<file path="config.mk">
export PLATFORM = sky130hd
export DESIGN_NAME = request_traffic_statistics_flat
export DESIGN_NICKNAME = d
export VERILOG_FILES = /design/src/hdl/rts_pkg.sv /design/src/hdl/rts_stream_if.sv /design/src/hdl/rts_div.sv /design/src/hdl/rts_datapath.sv /design/src/hdl/rts_ctrl.sv /design/src/hdl/request_traffic_statistics.sv /design/src/flat_wrapper.sv
export SDC_FILE = /design/constraint.sdc
export NUM_CORES = 2
export LEC_CHECK = 0
export ABC_CLOCK_PERIOD_IN_PS = 6800
export BUFFER_PORTS_ARGS = -buffer_cell sky130_fd_sc_hd__buf_2
export CAP_MARGIN = 20
export CORE_MARGIN = 5
export CORE_UTILIZATION = 63
export DETAILED_ROUTE_END_ITERATION = 8
export HOLD_SLACK_MARGIN = 0.05
export PLACE_DENSITY = 0.79
export SLEW_MARGIN = 20
export SYNTH_ARGS = -nofsm -noshare
export SYNTH_HDL_FRONTEND = slang
export SYNTH_SLANG_ARGS = --single-unit
</file>
<file path="constraint.sdc">
create_clock -name clk -period 6.8 [get_ports clk]
set_input_delay 1.7 -clock clk [delete_from_list [all_inputs] [get_ports clk]]
set_output_delay 1.7 -clock clk [all_outputs]
set_load 0.01 [all_outputs]
</file>
<file path="src/hdl/rts_pkg.sv">
// Shared types and constants for the request traffic statistics block.
// Used by every module of the block; depends on nothing else.

package rts_pkg;

    // Default depth of the per-second rate history.
    localparam int HISTORY_DEPTH = 60;

    // Field and counter widths.
    localparam int MODE_W    = 3;
    localparam int CODE_W    = 16;
    localparam int LAT_W     = 32;
    localparam int CNT_W     = 64;
    localparam int RATE_W    = 32;
    localparam int DIV_W     = 64;
    localparam int CFG_IDX_W = 2;
    localparam int KIND_NUM  = 5;
    localparam int KIND_W    = 3;

    // Event modes carried in the mode field.
    localparam logic [MODE_W-1:0] MODE_REQUEST = 3'd0;
    localparam logic [MODE_W-1:0] MODE_AUTH    = 3'd1;
    localparam logic [MODE_W-1:0] MODE_LIMIT   = 3'd2;
    localparam logic [MODE_W-1:0] MODE_CLEAR   = 3'd3;
    localparam logic [MODE_W-1:0] MODE_READ    = 3'd4;

    // Configuration register indexes.
    localparam logic [CFG_IDX_W-1:0] CFG_CODE_REGISTER   = 2'd0;
    localparam logic [CFG_IDX_W-1:0] CFG_CODE_LOOKUP     = 2'd1;
    localparam logic [CFG_IDX_W-1:0] CFG_CODE_HEARTBEAT  = 2'd2;
    localparam logic [CFG_IDX_W-1:0] CFG_CODE_UNREGISTER = 2'd3;

    // Per-kind counter slots.
    localparam logic [KIND_W-1:0] KIND_REGISTER   = 3'd0;
    localparam logic [KIND_W-1:0] KIND_LOOKUP     = 3'd1;
    localparam logic [KIND_W-1:0] KIND_HEARTBEAT  = 3'd2;
    localparam logic [KIND_W-1:0] KIND_UNREGISTER = 3'd3;
    localparam logic [KIND_W-1:0] KIND_OTHER      = 3'd4;

    // Configuration register reset values.
    localparam logic [CODE_W-1:0] RST_CODE_REGISTER   = 16'd1;
    localparam logic [CODE_W-1:0] RST_CODE_LOOKUP     = 16'd2;
    localparam logic [CODE_W-1:0] RST_CODE_HEARTBEAT  = 16'd3;
    localparam logic [CODE_W-1:0] RST_CODE_UNREGISTER = 16'd4;

    // One input event.
    typedef struct packed {
        logic [MODE_W-1:0]       mode;
        logic [CODE_W-1:0]       msg_kind;
        logic signed [LAT_W-1:0] latency;
        logic                    succeeded;
        logic                    second_changed;
    } item_t;

    // One snapshot result.
    typedef struct packed {
        logic [CNT_W-1:0]  requests_total;
        logic [CNT_W-1:0]  register_total;
        logic [CNT_W-1:0]  lookup_total;
        logic [CNT_W-1:0]  heartbeat_total;
        logic [CNT_W-1:0]  unregister_total;
        logic [CNT_W-1:0]  error_total;
        logic [CNT_W-1:0]  auth_fail_total;
        logic [CNT_W-1:0]  limit_hit_total;
        logic [RATE_W-1:0] peak_rate;
        logic [CNT_W-1:0]  mean_latency;
        logic [RATE_W-1:0] window_mean_rate;
    } result_t;

    // Commands from the controller to the datapath.
    typedef struct packed {
        logic take;        // an input transaction completes this cycle
        logic close;       // close the current second into the history
        logic div_start;   // start the shared divider
        logic div_sel_win; // 1: history sum by depth, 0: latency sum by count
        logic lat_cap;     // capture the mean latency quotient
        logic win_cap;     // capture the window mean quotient
        logic load;        // load the snapshot into the output register
    } ctrl_cmd_t;

    // Status from the datapath to the controller.
    typedef struct packed {
        logic is_read;     // offered event is a snapshot read
        logic closes;      // offered event is a request that closes the second
        logic div_done;    // divider finished this cycle
        logic out_busy;    // output register holds a result that stays this cycle
    } dp_status_t;

endpackage

</file>
<file path="src/hdl/rts_stream_if.sv">
// Valid/ready channel carrying one payload per transaction.
// The payload type is given per instance, normally a struct from rts_pkg.

interface rts_stream_if #(parameter type payload_t = logic) ();

    logic     valid;
    logic     ready;
    payload_t payload;

    modport source (output valid, output payload, input ready);
    modport sink (input valid, input payload, output ready);

endinterface

</file>
<file path="src/hdl/rts_div.sv">
// Restoring divider shared by the mean latency and window mean results.
// One quotient bit per cycle; depends on rts_pkg for the operand width.

module rts_div (
    input  logic                      clk,
    input  logic                      rst_n,
    input  logic                      start,
    input  logic [rts_pkg::DIV_W-1:0] dividend,
    input  logic [rts_pkg::DIV_W-1:0] divisor,
    output logic                      busy,
    output logic                      done,
    output logic [rts_pkg::DIV_W-1:0] quotient
);

    localparam int W     = rts_pkg::DIV_W;
    localparam int CNT_W = $clog2(W);

    logic [W-1:0]     rem_reg, rem_next;
    logic [W-1:0]     quo_reg, quo_next;
    logic [W-1:0]     den_reg;
    logic [CNT_W-1:0] cnt_reg;
    logic             busy_reg;
    logic             done_reg;
    logic [W:0]       rem_shift;
    logic [W:0]       diff;

    // One restoring step: shift in the next dividend bit, subtract if it fits.
    always_comb
    begin
        rem_shift = {rem_reg, quo_reg[W-1]};
        diff      = rem_shift - {1'b0, den_reg};
        if (!diff[W])
        begin
            rem_next = diff[W-1:0];
            quo_next = {quo_reg[W-2:0], 1'b1};
        end
        else
        begin
            rem_next = rem_shift[W-1:0];
            quo_next = {quo_reg[W-2:0], 1'b0};
        end
    end

    // Iteration control.
    always_ff @(posedge clk or negedge rst_n)
    begin
        if (!rst_n)
        begin
            busy_reg <= 1'b0;
            done_reg <= 1'b0;
            cnt_reg  <= '0;
        end
        else if (start)
        begin
            busy_reg <= 1'b1;
            done_reg <= 1'b0;
            cnt_reg  <= '0;
        end
        else if (busy_reg)
        begin
            cnt_reg <= cnt_reg + 1'b1;
            if (cnt_reg == CNT_W'(W - 1))
            begin
                busy_reg <= 1'b0;
                done_reg <= 1'b1;
            end
        end
        else
        begin
            done_reg <= 1'b0;
        end
    end

    // Operand and partial result registers.
    always_ff @(posedge clk)
    begin
        if (start)
        begin
            rem_reg <= '0;
            quo_reg <= dividend;
            den_reg <= divisor;
        end
        else if (busy_reg)
        begin
            rem_reg <= rem_next;
            quo_reg <= quo_next;
        end
    end

    assign busy     = busy_reg;
    assign done     = done_reg;
    assign quotient = quo_reg;

    // A finished division follows a busy cycle.
    a_done_after_busy: assert property (@(posedge clk) disable iff (!rst_n)
        done |-> $past(busy))
        else $error("divider done without a preceding busy cycle");

endmodule

</file>
<file path="src/hdl/rts_datapath.sv">
// Counters, rate history memory, shared divider and output register.
// Depends on rts_pkg, rts_stream_if and rts_div; driven by rts_ctrl.

module rts_datapath #(
    parameter int HISTORY_DEPTH = rts_pkg::HISTORY_DEPTH
) (
    input  logic                          clk,
    input  logic                          rst_n,
    input  logic                          cfg_we,
    input  logic [rts_pkg::CFG_IDX_W-1:0] cfg_index,
    input  logic [rts_pkg::CODE_W-1:0]    cfg_data,
    input  rts_pkg::item_t                item_payload,
    input  rts_pkg::ctrl_cmd_t            cmd,
    output rts_pkg::dp_status_t           status,
    rts_stream_if.source                  result
);

    localparam int PTR_W  = (HISTORY_DEPTH > 1) ? $clog2(HISTORY_DEPTH) : 1;
    localparam int SUM_W  = rts_pkg::RATE_W + $clog2(HISTORY_DEPTH);
    localparam int CNT_W  = rts_pkg::CNT_W;
    localparam int RATE_W = rts_pkg::RATE_W;
    localparam int DIV_W  = rts_pkg::DIV_W;

    // Configuration registers.
    logic [rts_pkg::CODE_W-1:0] code_register_reg;
    logic [rts_pkg::CODE_W-1:0] code_lookup_reg;
    logic [rts_pkg::CODE_W-1:0] code_heartbeat_reg;
    logic [rts_pkg::CODE_W-1:0] code_unregister_reg;

    // Statistics state.
    logic [CNT_W-1:0]         req_cnt_reg;
    logic [CNT_W-1:0]         kind_cnt_reg [rts_pkg::KIND_NUM];
    logic [CNT_W-1:0]         err_cnt_reg;
    logic [CNT_W-1:0]         auth_cnt_reg;
    logic [CNT_W-1:0]         limit_cnt_reg;
    logic [CNT_W-1:0]         lat_sum_reg;
    logic [RATE_W-1:0]        peak_reg;
    logic [RATE_W-1:0]        second_cnt_reg;
    logic [PTR_W-1:0]         ptr_reg;
    logic [SUM_W-1:0]         hist_sum_reg;
    logic [HISTORY_DEPTH-1:0] hist_valid_reg;
    logic [CNT_W-1:0]         mean_lat_reg;
    logic [RATE_W-1:0]        win_mean_reg;

    // Rate history memory and its registered read port.
    logic [RATE_W-1:0] hist_mem [HISTORY_DEPTH];
    logic [RATE_W-1:0] hist_q;

    // Output register.
    logic             out_valid_reg;
    rts_pkg::result_t out_payload_reg;

    // Divider connections.
    logic             div_busy;
    logic             div_done;
    logic [DIV_W-1:0] div_quotient;
    logic [DIV_W-1:0] div_dividend;
    logic [DIV_W-1:0] div_divisor;

    // Decoded request fields.
    logic                        is_request;
    logic [rts_pkg::KIND_W-1:0]  kind_sel;
    logic [CNT_W-1:0]            lat_clamped;
    logic [RATE_W-1:0]           old_entry;

    assign is_request  = (item_payload.mode == rts_pkg::MODE_REQUEST);
    assign lat_clamped = item_payload.latency[rts_pkg::LAT_W-1] ? '0
                       : {{(CNT_W - rts_pkg::LAT_W){1'b0}}, item_payload.latency};
    assign old_entry   = hist_valid_reg[ptr_reg] ? hist_q : '0;

    // Message type classification, earlier codes take priority.
    always_comb
    begin
        if (item_payload.msg_kind == code_register_reg)
            kind_sel = rts_pkg::KIND_REGISTER;
        else if (item_payload.msg_kind == code_lookup_reg)
            kind_sel = rts_pkg::KIND_LOOKUP;
        else if (item_payload.msg_kind == code_heartbeat_reg)
            kind_sel = rts_pkg::KIND_HEARTBEAT;
        else if (item_payload.msg_kind == code_unregister_reg)
            kind_sel = rts_pkg::KIND_UNREGISTER;
        else
            kind_sel = rts_pkg::KIND_OTHER;
    end

    // Configuration writes.
    always_ff @(posedge clk or negedge rst_n)
    begin
        if (!rst_n)
        begin
            code_register_reg   <= rts_pkg::RST_CODE_REGISTER;
            code_lookup_reg     <= rts_pkg::RST_CODE_LOOKUP;
            code_heartbeat_reg  <= rts_pkg::RST_CODE_HEARTBEAT;
            code_unregister_reg <= rts_pkg::RST_CODE_UNREGISTER;
        end
        else if (cfg_we)
        begin
            case (cfg_index)
                rts_pkg::CFG_CODE_REGISTER:   code_register_reg   <= cfg_data;
                rts_pkg::CFG_CODE_LOOKUP:     code_lookup_reg     <= cfg_data;
                rts_pkg::CFG_CODE_HEARTBEAT:  code_heartbeat_reg  <= cfg_data;
                rts_pkg::CFG_CODE_UNREGISTER: code_unregister_reg <= cfg_data;
                default: ;
            endcase
        end
    end

    // Event counters, second counter and history bookkeeping.
    always_ff @(posedge clk or negedge rst_n)
    begin
        if (!rst_n)
        begin
            req_cnt_reg    <= '0;
            for (int i = 0; i < rts_pkg::KIND_NUM; i++)
                kind_cnt_reg[i] <= '0;
            err_cnt_reg    <= '0;
            auth_cnt_reg   <= '0;
            limit_cnt_reg  <= '0;
            lat_sum_reg    <= '0;
            peak_reg       <= '0;
            second_cnt_reg <= '0;
            ptr_reg        <= '0;
            hist_sum_reg   <= '0;
            hist_valid_reg <= '0;
        end
        else if (cmd.take && (item_payload.mode == rts_pkg::MODE_CLEAR))
        begin
            req_cnt_reg    <= '0;
            for (int i = 0; i < rts_pkg::KIND_NUM; i++)
                kind_cnt_reg[i] <= '0;
            err_cnt_reg    <= '0;
            auth_cnt_reg   <= '0;
            limit_cnt_reg  <= '0;
            lat_sum_reg    <= '0;
            peak_reg       <= '0;
            second_cnt_reg <= '0;
            ptr_reg        <= '0;
            hist_sum_reg   <= '0;
            hist_valid_reg <= '0;
        end
        else if (cmd.take)
        begin
            if (is_request)
            begin
                req_cnt_reg            <= req_cnt_reg + 1'b1;
                kind_cnt_reg[kind_sel] <= kind_cnt_reg[kind_sel] + 1'b1;
                lat_sum_reg            <= lat_sum_reg + lat_clamped;
                if (second_cnt_reg != '1)
                    second_cnt_reg <= second_cnt_reg + 1'b1;
                if (!item_payload.succeeded)
                    err_cnt_reg <= err_cnt_reg + 1'b1;
            end
            if (item_payload.mode == rts_pkg::MODE_AUTH)
                auth_cnt_reg <= auth_cnt_reg + 1'b1;
            if (item_payload.mode == rts_pkg::MODE_LIMIT)
                limit_cnt_reg <= limit_cnt_reg + 1'b1;
        end
        else if (cmd.close)
        begin
            // Close the second: replace the oldest entry and advance.
            if (second_cnt_reg > peak_reg)
                peak_reg <= second_cnt_reg;
            hist_sum_reg            <= hist_sum_reg - SUM_W'(old_entry)
                                     + SUM_W'(second_cnt_reg);
            hist_valid_reg[ptr_reg] <= 1'b1;
            second_cnt_reg          <= '0;
            if (ptr_reg == PTR_W'(HISTORY_DEPTH - 1))
                ptr_reg <= '0;
            else
                ptr_reg <= ptr_reg + 1'b1;
        end
    end

    // History memory: written on close, read at the current slot every cycle.
    always_ff @(posedge clk)
    begin
        if (cmd.close)
            hist_mem[ptr_reg] <= second_cnt_reg;
        hist_q <= hist_mem[ptr_reg];
    end

    // Divider operand selection.
    assign div_dividend = cmd.div_sel_win ? DIV_W'(hist_sum_reg) : lat_sum_reg;
    assign div_divisor  = cmd.div_sel_win ? DIV_W'(HISTORY_DEPTH) : req_cnt_reg;

    rts_div u_div (
        .clk      (clk),
        .rst_n    (rst_n),
        .start    (cmd.div_start),
        .dividend (div_dividend),
        .divisor  (div_divisor),
        .busy     (div_busy),
        .done     (div_done),
        .quotient (div_quotient)
    );

    // Quotient capture for the snapshot.
    always_ff @(posedge clk)
    begin
        if (cmd.lat_cap)
            mean_lat_reg <= (req_cnt_reg == '0) ? '0 : div_quotient;
        if (cmd.win_cap)
            win_mean_reg <= div_quotient[RATE_W-1:0];
    end

    // Output register: holds the snapshot until the sink takes it.
    always_ff @(posedge clk or negedge rst_n)
    begin
        if (!rst_n)
            out_valid_reg <= 1'b0;
        else if (cmd.load)
            out_valid_reg <= 1'b1;
        else if (result.ready)
            out_valid_reg <= 1'b0;
    end

    always_ff @(posedge clk)
    begin
        if (cmd.load)
        begin
            out_payload_reg.requests_total   <= req_cnt_reg;
            out_payload_reg.register_total   <= kind_cnt_reg[rts_pkg::KIND_REGISTER];
            out_payload_reg.lookup_total     <= kind_cnt_reg[rts_pkg::KIND_LOOKUP];
            out_payload_reg.heartbeat_total  <= kind_cnt_reg[rts_pkg::KIND_HEARTBEAT];
            out_payload_reg.unregister_total <= kind_cnt_reg[rts_pkg::KIND_UNREGISTER];
            out_payload_reg.error_total      <= err_cnt_reg;
            out_payload_reg.auth_fail_total  <= auth_cnt_reg;
            out_payload_reg.limit_hit_total  <= limit_cnt_reg;
            out_payload_reg.peak_rate        <= peak_reg;
            out_payload_reg.mean_latency     <= mean_lat_reg;
            out_payload_reg.window_mean_rate <= win_mean_reg;
        end
    end

    assign result.valid   = out_valid_reg;
    assign result.payload = out_payload_reg;

    // Status toward the controller.
    assign status.is_read  = (item_payload.mode == rts_pkg::MODE_READ);
    assign status.closes   = is_request && item_payload.second_changed;
    assign status.div_done = div_done;
    assign status.out_busy = out_valid_reg && !result.ready;

    // The history pointer stays inside the ring.
    a_ptr_range: assert property (@(posedge clk) disable iff (!rst_n)
        ptr_reg <= PTR_W'(HISTORY_DEPTH - 1))
        else $error("history pointer outside the ring");

    // A close always follows a counted request, so the second count is nonzero.
    a_close_nonzero: assert property (@(posedge clk) disable iff (!rst_n)
        cmd.close |-> (second_cnt_reg != '0))
        else $error("second closed with an empty count");

    // The divider is never restarted while it still works.
    a_div_start_idle: assert property (@(posedge clk) disable iff (!rst_n)
        cmd.div_start |-> !div_busy)
        else $error("divider started while busy");

endmodule

</file>
<file path="src/hdl/rts_ctrl.sv">
// Controller state machine for the request traffic statistics block.
// Depends on rts_pkg; issues commands to rts_datapath and reads its status.

module rts_ctrl (
    input  logic                clk,
    input  logic                rst_n,
    input  logic                item_valid,
    output logic                item_ready,
    input  rts_pkg::dp_status_t status,
    output rts_pkg::ctrl_cmd_t  cmd
);

    typedef enum logic [2:0] {
        IDLE,
        CLOSE,
        LAT_WAIT,
        WIN_START,
        WIN_WAIT,
        LOAD
    } state_t;

    state_t state_reg, state_next;
    logic   ready_reg, ready_next;
    logic   take;

    // Next state and commands.
    always_comb
    begin
        state_next = state_reg;
        cmd        = '0;
        take       = item_valid && ready_reg;
        cmd.take   = take;
        case (state_reg)
            IDLE:
            begin
                if (take)
                begin
                    if (status.is_read)
                    begin
                        cmd.div_start = 1'b1;
                        state_next    = LAT_WAIT;
                    end
                    else if (status.closes)
                        state_next = CLOSE;
                end
            end
            CLOSE:
            begin
                cmd.close  = 1'b1;
                state_next = IDLE;
            end
            LAT_WAIT:
            begin
                if (status.div_done)
                begin
                    cmd.lat_cap = 1'b1;
                    state_next  = WIN_START;
                end
            end
            WIN_START:
            begin
                cmd.div_start   = 1'b1;
                cmd.div_sel_win = 1'b1;
                state_next      = WIN_WAIT;
            end
            WIN_WAIT:
            begin
                cmd.div_sel_win = 1'b1;
                if (status.div_done)
                begin
                    cmd.win_cap = 1'b1;
                    state_next  = LOAD;
                end
            end
            LOAD:
            begin
                if (!status.out_busy)
                begin
                    cmd.load   = 1'b1;
                    state_next = IDLE;
                end
            end
            default:
            begin
                state_next = IDLE;
            end
        endcase
        ready_next = (state_next == IDLE);
    end

    // State and registered ready.
    always_ff @(posedge clk or negedge rst_n)
    begin
        if (!rst_n)
        begin
            state_reg <= IDLE;
            ready_reg <= 1'b1;
        end
        else
        begin
            state_reg <= state_next;
            ready_reg <= ready_next;
        end
    end

    assign item_ready = ready_reg;

    // Ready is offered exactly when the controller waits in idle.
    a_ready_idle: assert property (@(posedge clk) disable iff (!rst_n)
        ready_reg == (state_reg == IDLE))
        else $error("ready out of step with the idle state");

endmodule

</file>
<file path="src/hdl/request_traffic_statistics.sv">
// Top level of the request traffic statistics block.
// Depends on rts_pkg, rts_stream_if, rts_ctrl and rts_datapath.

// Auth failures, rate-limit hits, clears, ignored modes and requests that do
// not close a second are taken back to back. A request that closes the
// wall-clock second passes through a close state before the next event is
// taken, because the oldest history entry is read from the history memory
// before it is replaced. A snapshot read holds off further events until its
// result is loaded: the mean latency and the window mean run one after the
// other through a single 64-bit restoring divider that yields one quotient
// bit per cycle. The snapshot sits in an output register, so a finished
// result waits there while further events are taken; a second read waits
// only if the first result is still untaken. There is no clearing pass after
// reset: the history has one valid bit per entry, cleared at once by reset
// and by a clear event.

module request_traffic_statistics #(
    parameter int HISTORY_DEPTH = rts_pkg::HISTORY_DEPTH
) (
    input  logic                          clk,
    input  logic                          rst_n,
    input  logic                          cfg_we,
    input  logic [rts_pkg::CFG_IDX_W-1:0] cfg_index,
    input  logic [rts_pkg::CODE_W-1:0]    cfg_data,
    rts_stream_if.sink                    item,
    rts_stream_if.source                  result
);

    rts_pkg::ctrl_cmd_t  cmd;
    rts_pkg::dp_status_t status;
    logic                item_ready;

    // Sequencing of events and snapshot reads.
    rts_ctrl u_ctrl (
        .clk        (clk),
        .rst_n      (rst_n),
        .item_valid (item.valid),
        .item_ready (item_ready),
        .status     (status),
        .cmd        (cmd)
    );

    assign item.ready = item_ready;

    // Counters, history and divider.
    rts_datapath #(
        .HISTORY_DEPTH (HISTORY_DEPTH)
    ) u_datapath (
        .clk          (clk),
        .rst_n        (rst_n),
        .cfg_we       (cfg_we),
        .cfg_index    (cfg_index),
        .cfg_data     (cfg_data),
        .item_payload (item.payload),
        .cmd          (cmd),
        .status       (status),
        .result       (result)
    );

endmodule
</file>
<file path="src/flat_wrapper.sv">
// flat-port wrapper written by rule: the top's interface ports become plain ports
module request_traffic_statistics_flat 
#(
    parameter int HISTORY_DEPTH = rts_pkg::HISTORY_DEPTH
)
  (clk, rst_n, cfg_we, cfg_index, cfg_data, item_valid, item_payload, item_ready, result_valid, result_payload, result_ready);
  rts_stream_if item_i ();
  rts_stream_if result_i ();
  input  logic clk;
  input  logic rst_n;
  input  logic cfg_we;
  input  logic [rts_pkg::CFG_IDX_W-1:0] cfg_index;
  input  logic [rts_pkg::CODE_W-1:0] cfg_data;
  input wire logic [$bits(item_i.valid)-1:0] item_valid;
  input wire logic [$bits(item_i.payload)-1:0] item_payload;
  output wire logic [$bits(item_i.ready)-1:0] item_ready;
  output wire logic [$bits(result_i.valid)-1:0] result_valid;
  output wire logic [$bits(result_i.payload)-1:0] result_payload;
  input wire logic [$bits(result_i.ready)-1:0] result_ready;
  assign item_i.valid = item_valid;
  assign item_i.payload = item_payload;
  assign item_ready = item_i.ready;
  assign result_valid = result_i.valid;
  assign result_payload = result_i.payload;
  assign result_i.ready = result_ready;
  request_traffic_statistics #(.HISTORY_DEPTH(HISTORY_DEPTH)) u_core (.clk(clk), .rst_n(rst_n), .cfg_we(cfg_we), .cfg_index(cfg_index), .cfg_data(cfg_data), .item(item_i), .result(result_i));
endmodule
</file>
# Word-level counts from Yosys, hierarchy flattened
# Memory sizes are Yosys's and may differ from the RTL's. A register that Yosys moved wholly into a read port is not among the register bits.
# Cells that the tools add are included.
# W data, S select, Z words.
# totals
mem_bits_ro,0
mem_count,1
output_inout_bits,3
input_bits,24
mem_bits_rw,1920
latch_bits,0
regBits,407
# op_classes
add_sub_neg,7
n_mux,39
n_mul,0
n_eq_ne,10
bitwise_logic,2
n_reduce_logical,12
n_lt_le_gt_ge,2
shifts,0
div_mod_pow,0
# memory_table
name,words,width,read_ports,rd_clocked_by_memory_dff,wr,line_no,source
u_core.u_datapath.hist_mem,60,32,1,1,1,rts_datapath.sv:46,logic [RATE_W-1:0] hist_mem [HISTORY_DEPTH];
# op_table
operator,count
$mux W64,3
$mux W32,4
$sub A65 B64 Y65,1
$add A64 B1 Y64 const B,1
$or A60 B60 Y60,1
$add A38 B32 Y38,1
$mux W38,1
$sub A38 B32 Y38,1
$add A32 B1 Y32 const B,1
$ne A32 B32 Y1 const B,1
$mux W1,20
$mux W6,3
$mux W3,5
$pmux W3 S5,1
$add A6 B1 Y6 const B,2
$eq A6 B6 Y1 const B,2
$lt A6 B7 Y1 const B,1
$bmux W1 S6,1
$demux W1 S6,1
$eq A3 B2 Y1 const B,2
$eq A3 B3 Y1 const B,2
$ge A6 B1 Y1 const B,1
$logic_not A3 Y1,2
$reduce_bool A2 Y1,3
8 further kinds,11

# Depth between registers and ports, before layout
# depth
depth_word,5
mapped_depth,27
depth_no_buf,25

# By module
# From an unflattened synthesis, not the netlist that was laid out.
# unflattened
hier_cells,6834
hier_area_um2,100143.5
# modules_own_cells
module,cells_each,area_per_inst_um2,instances
rts_datapath,5620,87961.9,1
rts_div,1184,11912.7,1
rts_ctrl,29,265.3,1
request_traffic_statistics,1,3.8,1

# Worst setup path after synthesis
# OpenSTA, ideal clock, no wires.
# synth_timing
path_type,flip-flop to flip-flop
from,register u_core.u_datapath.ptr_reg[2]
to,register u_core.u_datapath.hist_sum_reg[37]
path_slack_ns,1.379
path_buffers,4
stages_incl_launch_ff,27
t_arrival_ns,5.283
required_ns,6.662
setup_time_ns,0.138
cell_sequence,dfrtp_1 > clkbuf_1 > nor2b_1 > buf_2 > and2_1 > buf_2 > a22o_1 > a221oi_1 > a31oi_1 > nor4_1 > and3_1 > clkbuf_1 > nor2b_1 > fa_1 > inv_1 > ha_1 > and4_1 > nand2_1 > or2_0 > a311o_1 > nand3b_1 > a21oi_1 > o21ba_1 > o21a_1 > o211ai_1 > o311ai_1 > xor2_1
# synth_between
elab_chain_len,5
# synth_lines
item,line_no,source
start: declaration,rts_datapath.sv:39,logic [PTR_W-1:0] ptr_reg;
start signal: assignment,rts_datapath.sv:170,ptr_reg <= ptr_reg + 1'b1;
$bmux W1 S6,rts_datapath.sv:69,assign old_entry = hist_valid_reg[ptr_reg] ? hist_q : '0;
$mux W1 (not written as such),rts_datapath.sv:69,
$mux W32,rts_datapath.sv:69,
$sub A38 B32 Y38,rts_datapath.sv:163,hist_sum_reg <= hist_sum_reg - SUM_W'(old_entry)
$add A38 B32 Y38,rts_datapath.sv:164,+ SUM_W'(second_cnt_reg);
end signal: assignment,rts_datapath.sv:163,
end: declaration,rts_datapath.sv:40,logic [SUM_W-1:0] hist_sum_reg;
# Every way passes these cells. The select of a mux whose other input is x is not followed.
# A chain may end at the register's enable or synchronous reset.

# Final worst setup path
# layout_timing
from,register u_core.u_datapath.ptr_reg[1]
to,register u_core.u_datapath.hist_sum_reg[37]
# The elaborated chain is that of the path after synthesis.

==> out/metrics.csv <==
stage,metric,value,unit
outcome,run_status,"finished, final reports clean",
finish,regMostFlops,u_core.u_datapath.hist_mem,
die,die_h,397.1,um
detailed_routing,detailroute.via_count,59010,
worst_hold_path,hold_start,u_core.u_datapath.win_mean_reg[0]$_DFFE_PP_,
detailed_routing,firstDrtPassIters,6,
finish,layout.cells.most_common_list,"sky130_fd_sc_hd__edfxtp_1 (2,050), sky130_fd_sc_hd__a22oi_1 (579), sky130_fd_sc_hd__nand2_1 (308), sky130_fd_sc_hd__a21oi_1 (246), sky130_fd_sc_hd__inv_1 (233)",
power_and_ir_drop,switching_share_of_power,32.49,%
synthesis,yosysWarningCount,0,
clocking,clock_tree.buffer_depth,3,
clocking,clock_sink_count,2359,
power_and_ir_drop,leakage,35.11,nW
power_and_ir_drop,switching_power,0.01285,W
sta,clock_skew,79.62,ps
power_and_ir_drop,peakVddDrop,436.4,uV
clocking,tritoncts.num_buffers,218,
grt,antenna_found_initial,11,
die,core_region_area,149400,sq um
sta,tightestPinTransition,1206,ps
synthesis,synth_flop_cell,sky130_fd_sc_hd__edfxtp_1,
sta,finalSetupViolations,0,
detailed_routing,detail_route.wirelength,258.6,mm
die,rows,142,
worst_hold_path,holdCritPathClass,flip-flop to flip-flop,
sta,hold_violations,0,
worst_setup_path,critical-path-slowest-cell,sky130_fd_sc_hd__dfrtp_4,
place,gpl.final_weighted_congestion,0.9534,
sta,portion_of_the_clock_cycle_consumed_by_the_worst_path_in_the_final_layout,93.39,%
worst_setup_path,cp_data_required_time,7480,ps
worst_setup_path,setup.worst_path.end_class,flip-flop,
detailed_routing,count_of_routing_violations_after_the_opening_detailed_route_iteration,8397,
grt,grt.total_usage,32.55,%
detailed_routing,post_drt_wl_per_cell,30.30,um
detailed_routing,number_of_vias_per_cell,6.912,
worst_setup_path,timing.critical_path.from_type,flip-flop,
synthesis,synth-async-reset-ratio,9.029,%
worst_setup_path,worstReg2RegStart,u_core.u_datapath.ptr_reg[1]$_DFFE_PN0P_,
finish,flip_flop_count_of_the_largest_register_all_copies_and_words_added,1920,
die,floorplan.die.width,397.1,um
finish,sequential_cell_area,68870,sq um
sta,grt_setup_unrepaired,no,
sta,relSlewSlack,18.87,%
die,dieArea,157700,sq um
worst_setup_path,worstPathMaxFanout,25,
die,ioPinCount,27,
run,maxCapViolations,0,
finish,final_area,105000,sq um
sta,timing.fmax,157.5,MHz
synthesis,ys_seq_elements,2359,
worst_setup_path,cp_data_arrival_time,7030,ps
finish,post_route_cells_drive_above_1_share,11.45,%
sta,maxSlewViolCount,0,
finish,n_fill_cell,9242,
grt,grt_overflow,0,
sta,setup_tns,0,ps
grt,grt_pass1_vias,57880,
detailed_routing,detail-route-antenna-nets,0,
clocking,htree_num_levels,4,
place,hpwl,145.1,mm
worst_setup_path,critPathLaunch,u_core.u_datapath.ptr_reg[1]$_DFFE_PN0P_,
power_and_ir_drop,power.sequential.fraction,41.3,%
grt,pin_count_of_the_biggest_net_entering_global_routing,125,
clocking,tritoncts,done,
die,initial_core_util,63.17,%
synthesis,synth_seq_area_share,72.90,%
power_and_ir_drop,power_frac_clock,30.9,%
power_and_ir_drop,internal_dissipation,0.02671,W
clocking,holdBufCountCts,0,
worst_setup_path,crit_path_cell_trace,nor2_1 -> and2_4 -> a22o_1 -> a221oi_1 -> a31oi_1 -> nor4_1 -> and3_2 -> buf_4 -> nor2b_1 -> fa_1 -> inv_1 -> ha_1 -> and3_1 -> and4_1 -> nand2_1 -> a311o_1 -> nand3b_1 -> a21oi_1 -> o21ba_1 -> o21a_1 -> o211ai_1 -> o311ai_1 -> xor2_1,
worst_setup_path,crit_path_kind,flip-flop to flip-flop,
detailed_routing,drc_violation_count_after_routing,0,
worst_setup_path,worst_path_largest_cell_delay,650,ps
synthesis,syn_area,94400,sq um
clocking,clk_root_buffer_cell,sky130_fd_sc_hd__clkbuf_16,
synthesis,synthCells,6274,
sta,post_layout_min_period,6351,ps
finish,finish.net_count,6497,
power_and_ir_drop,pwr_density_cell,376.6,nW/um^2
place,port_buffers,7,
finish,syn_to_final_growth,11.28,%
finish,multi_input_area,23830,sq um
synthesis,syn-num-nets,6437,
finish,layout.cells.most_common,sky130_fd_sc_hd__edfxtp_1,
power_and_ir_drop,power.combinational.fraction,27.7,%
grt,grt_pass1_wl,377.9,mm
place,detailed_place.area,97790,sq um
clocking,clock_insertion_delay_worst_skew,870,ps
synthesis,syn-mean-instance-area,15.05,sq um
clocking,cts.clk_slew.worst_paths,60,ps
synthesis,synth_edf_count,2050,
synthesis,synthDistinctLibCells,91,
-- routing by layer --
metal / up-vias / GRT usage [%] / share of wire [%] / wire length (um)
met1: 29100 / 42.06 / 35 / 89990
li1: 24830 / - / - / -
met5: - / 0 / 0.016 / 42
met4: 8 / 18.34 / 6.7 / 17400
met3: 821 / 9.206 / 13 / 33710
met2: 4254 / 50.30 / 45 / 117500
-- area by class of cell --
type	count	area share, %
Timing Repair Buffer	206	1.615
Antenna cell	4	0.009529
Tap cell	2016	2.401
Multi-Input combinational cell	3312	22.69
Sequential cell	2359	65.56
Clock buffer	282	5.670
Clock inverter	121	1.211
Inverter	237	0.8492
-- power groups by stage --
stage | Sequential (W) | Combinational, W | Clock [W]
global route | 0.0164 | 0.0116 | 0.0130
global placement | 0.0166 | 0.0104 | 0
CTS | 0.0163 | 0.0107 | 0.0123
detailed placement | 0.0166 | 0.0105 | 0
finish | 0.0163 | 0.0110 | 0.0122
floorplan | 0.0166 | 0.00688 | 0
-- cell families (layout without fill, tap and decap cells) --
family / count (synthesis) / in the layout / share of synthesized area [%]
simple gates: 1040 / 1040 / 5.395
flops: 2359 / 2359 / 72.90
buf+inv: 603 / 846 / 2.521
fa+ha+maj: 139 / 139 / 2.105
xor+xnor: 149 / 149 / 1.382
compound gates: 1869 / 1869 / 13.95
other cells: 0 / 4 / 0
mux: 115 / 115 / 1.746
-- repair_timing --
| action | in CTS | in global routing |
|---|---|---|
| endpoints found under the setup margin | 0 | 1 |
| setup buffers | 0 | 0 |
| resized for setup | 0 | 1 |
-- critical path, delay by kind of cell (launching register included) --
family	cells	cell delay, ps
buffers and inverters	2	350
xor gates and xnor gates	1	150
adders and majority gates	2	920
and+or+nand+nor	9	2190
AOI/OAI and AO/OA	9	1870
DFF	1	650
-- per-stage QoR --
stage,util (%),std cells,setup slack (ps),hold slack (ps),power [W]
3_3_place_gp,65.41,8127,585.7,400.8,0.02701
2_1_floorplan,-,6274,1379,400.3,0.02344
6_report,70.30,8537,449.3,435.0,0.03956
4_1_cts,70.28,8532,400.5,439.0,0.03929
5_1_grt,70.30,8533,161.7,439.4,0.04094
3_5_place_dp,65.45,8129,501.3,423.8,0.02719
-- cell usage after synthesis, drive strengths merged, types with 20 or more instances --
cell type / number / share of area [%]
a211oi: 38 / 0.32
a21o: 60 / 0.48
a21oi: 247 / 1.3
a221oi: 144 / 1.3
a22o: 152 / 1.4
a22oi: 579 / 4.6
a31oi: 144 / 0.95
a41oi: 37 / 0.34
and2: 106 / 0.70
and3: 32 / 0.21
buf: 142 / 0.69
clkbuf: 224 / 0.89
dfrtp: 212 / 5.6
dfxtp: 96 / 2.0
edfxtp: 2050 / 65
fa: 33 / 0.70
ha: 106 / 1.4
inv: 235 / 0.93
mux2: 27 / 0.32
mux2i: 51 / 0.54
mux4: 37 / 0.88
nand2: 313 / 1.2
nand2b: 20 / 0.13
nand3: 76 / 0.40
nand4: 84 / 0.58
nor2: 236 / 0.94
nor2b: 59 / 0.39
nor3: 31 / 0.17
nor4: 43 / 0.31
o211ai: 56 / 0.46
o21ai: 256 / 1.4
o21bai: 78 / 0.62
xnor2: 94 / 0.87
xor2: 55 / 0.51
-- worst paths after layout --
check / depth (start not counted) / end / slack [ps]
hold / removal: 0 / u_core.u_datapath.result.payload$_DFFE_PP_ / 440
setup / recovery: 23 / u_core.u_datapath.hist_sum_reg[37]$_DFFE_PN0P_ / 450
max in group asynchronous: 2 / u_core.u_datapath.second_cnt_reg[10]$_DFFE_PN0P_ / 4690
setup reg to reg: 23 / u_core.u_datapath.hist_sum_reg[37]$_DFFE_PN0P_ / 450
hold reg to reg: 0 / u_core.u_datapath.result.payload$_DFFE_PP_ / 440
min in group asynchronous: 1 / u_core.u_datapath.req_cnt_reg[13]$_DFFE_PN0P_ / 860
(Power assumes the default switching activity.)
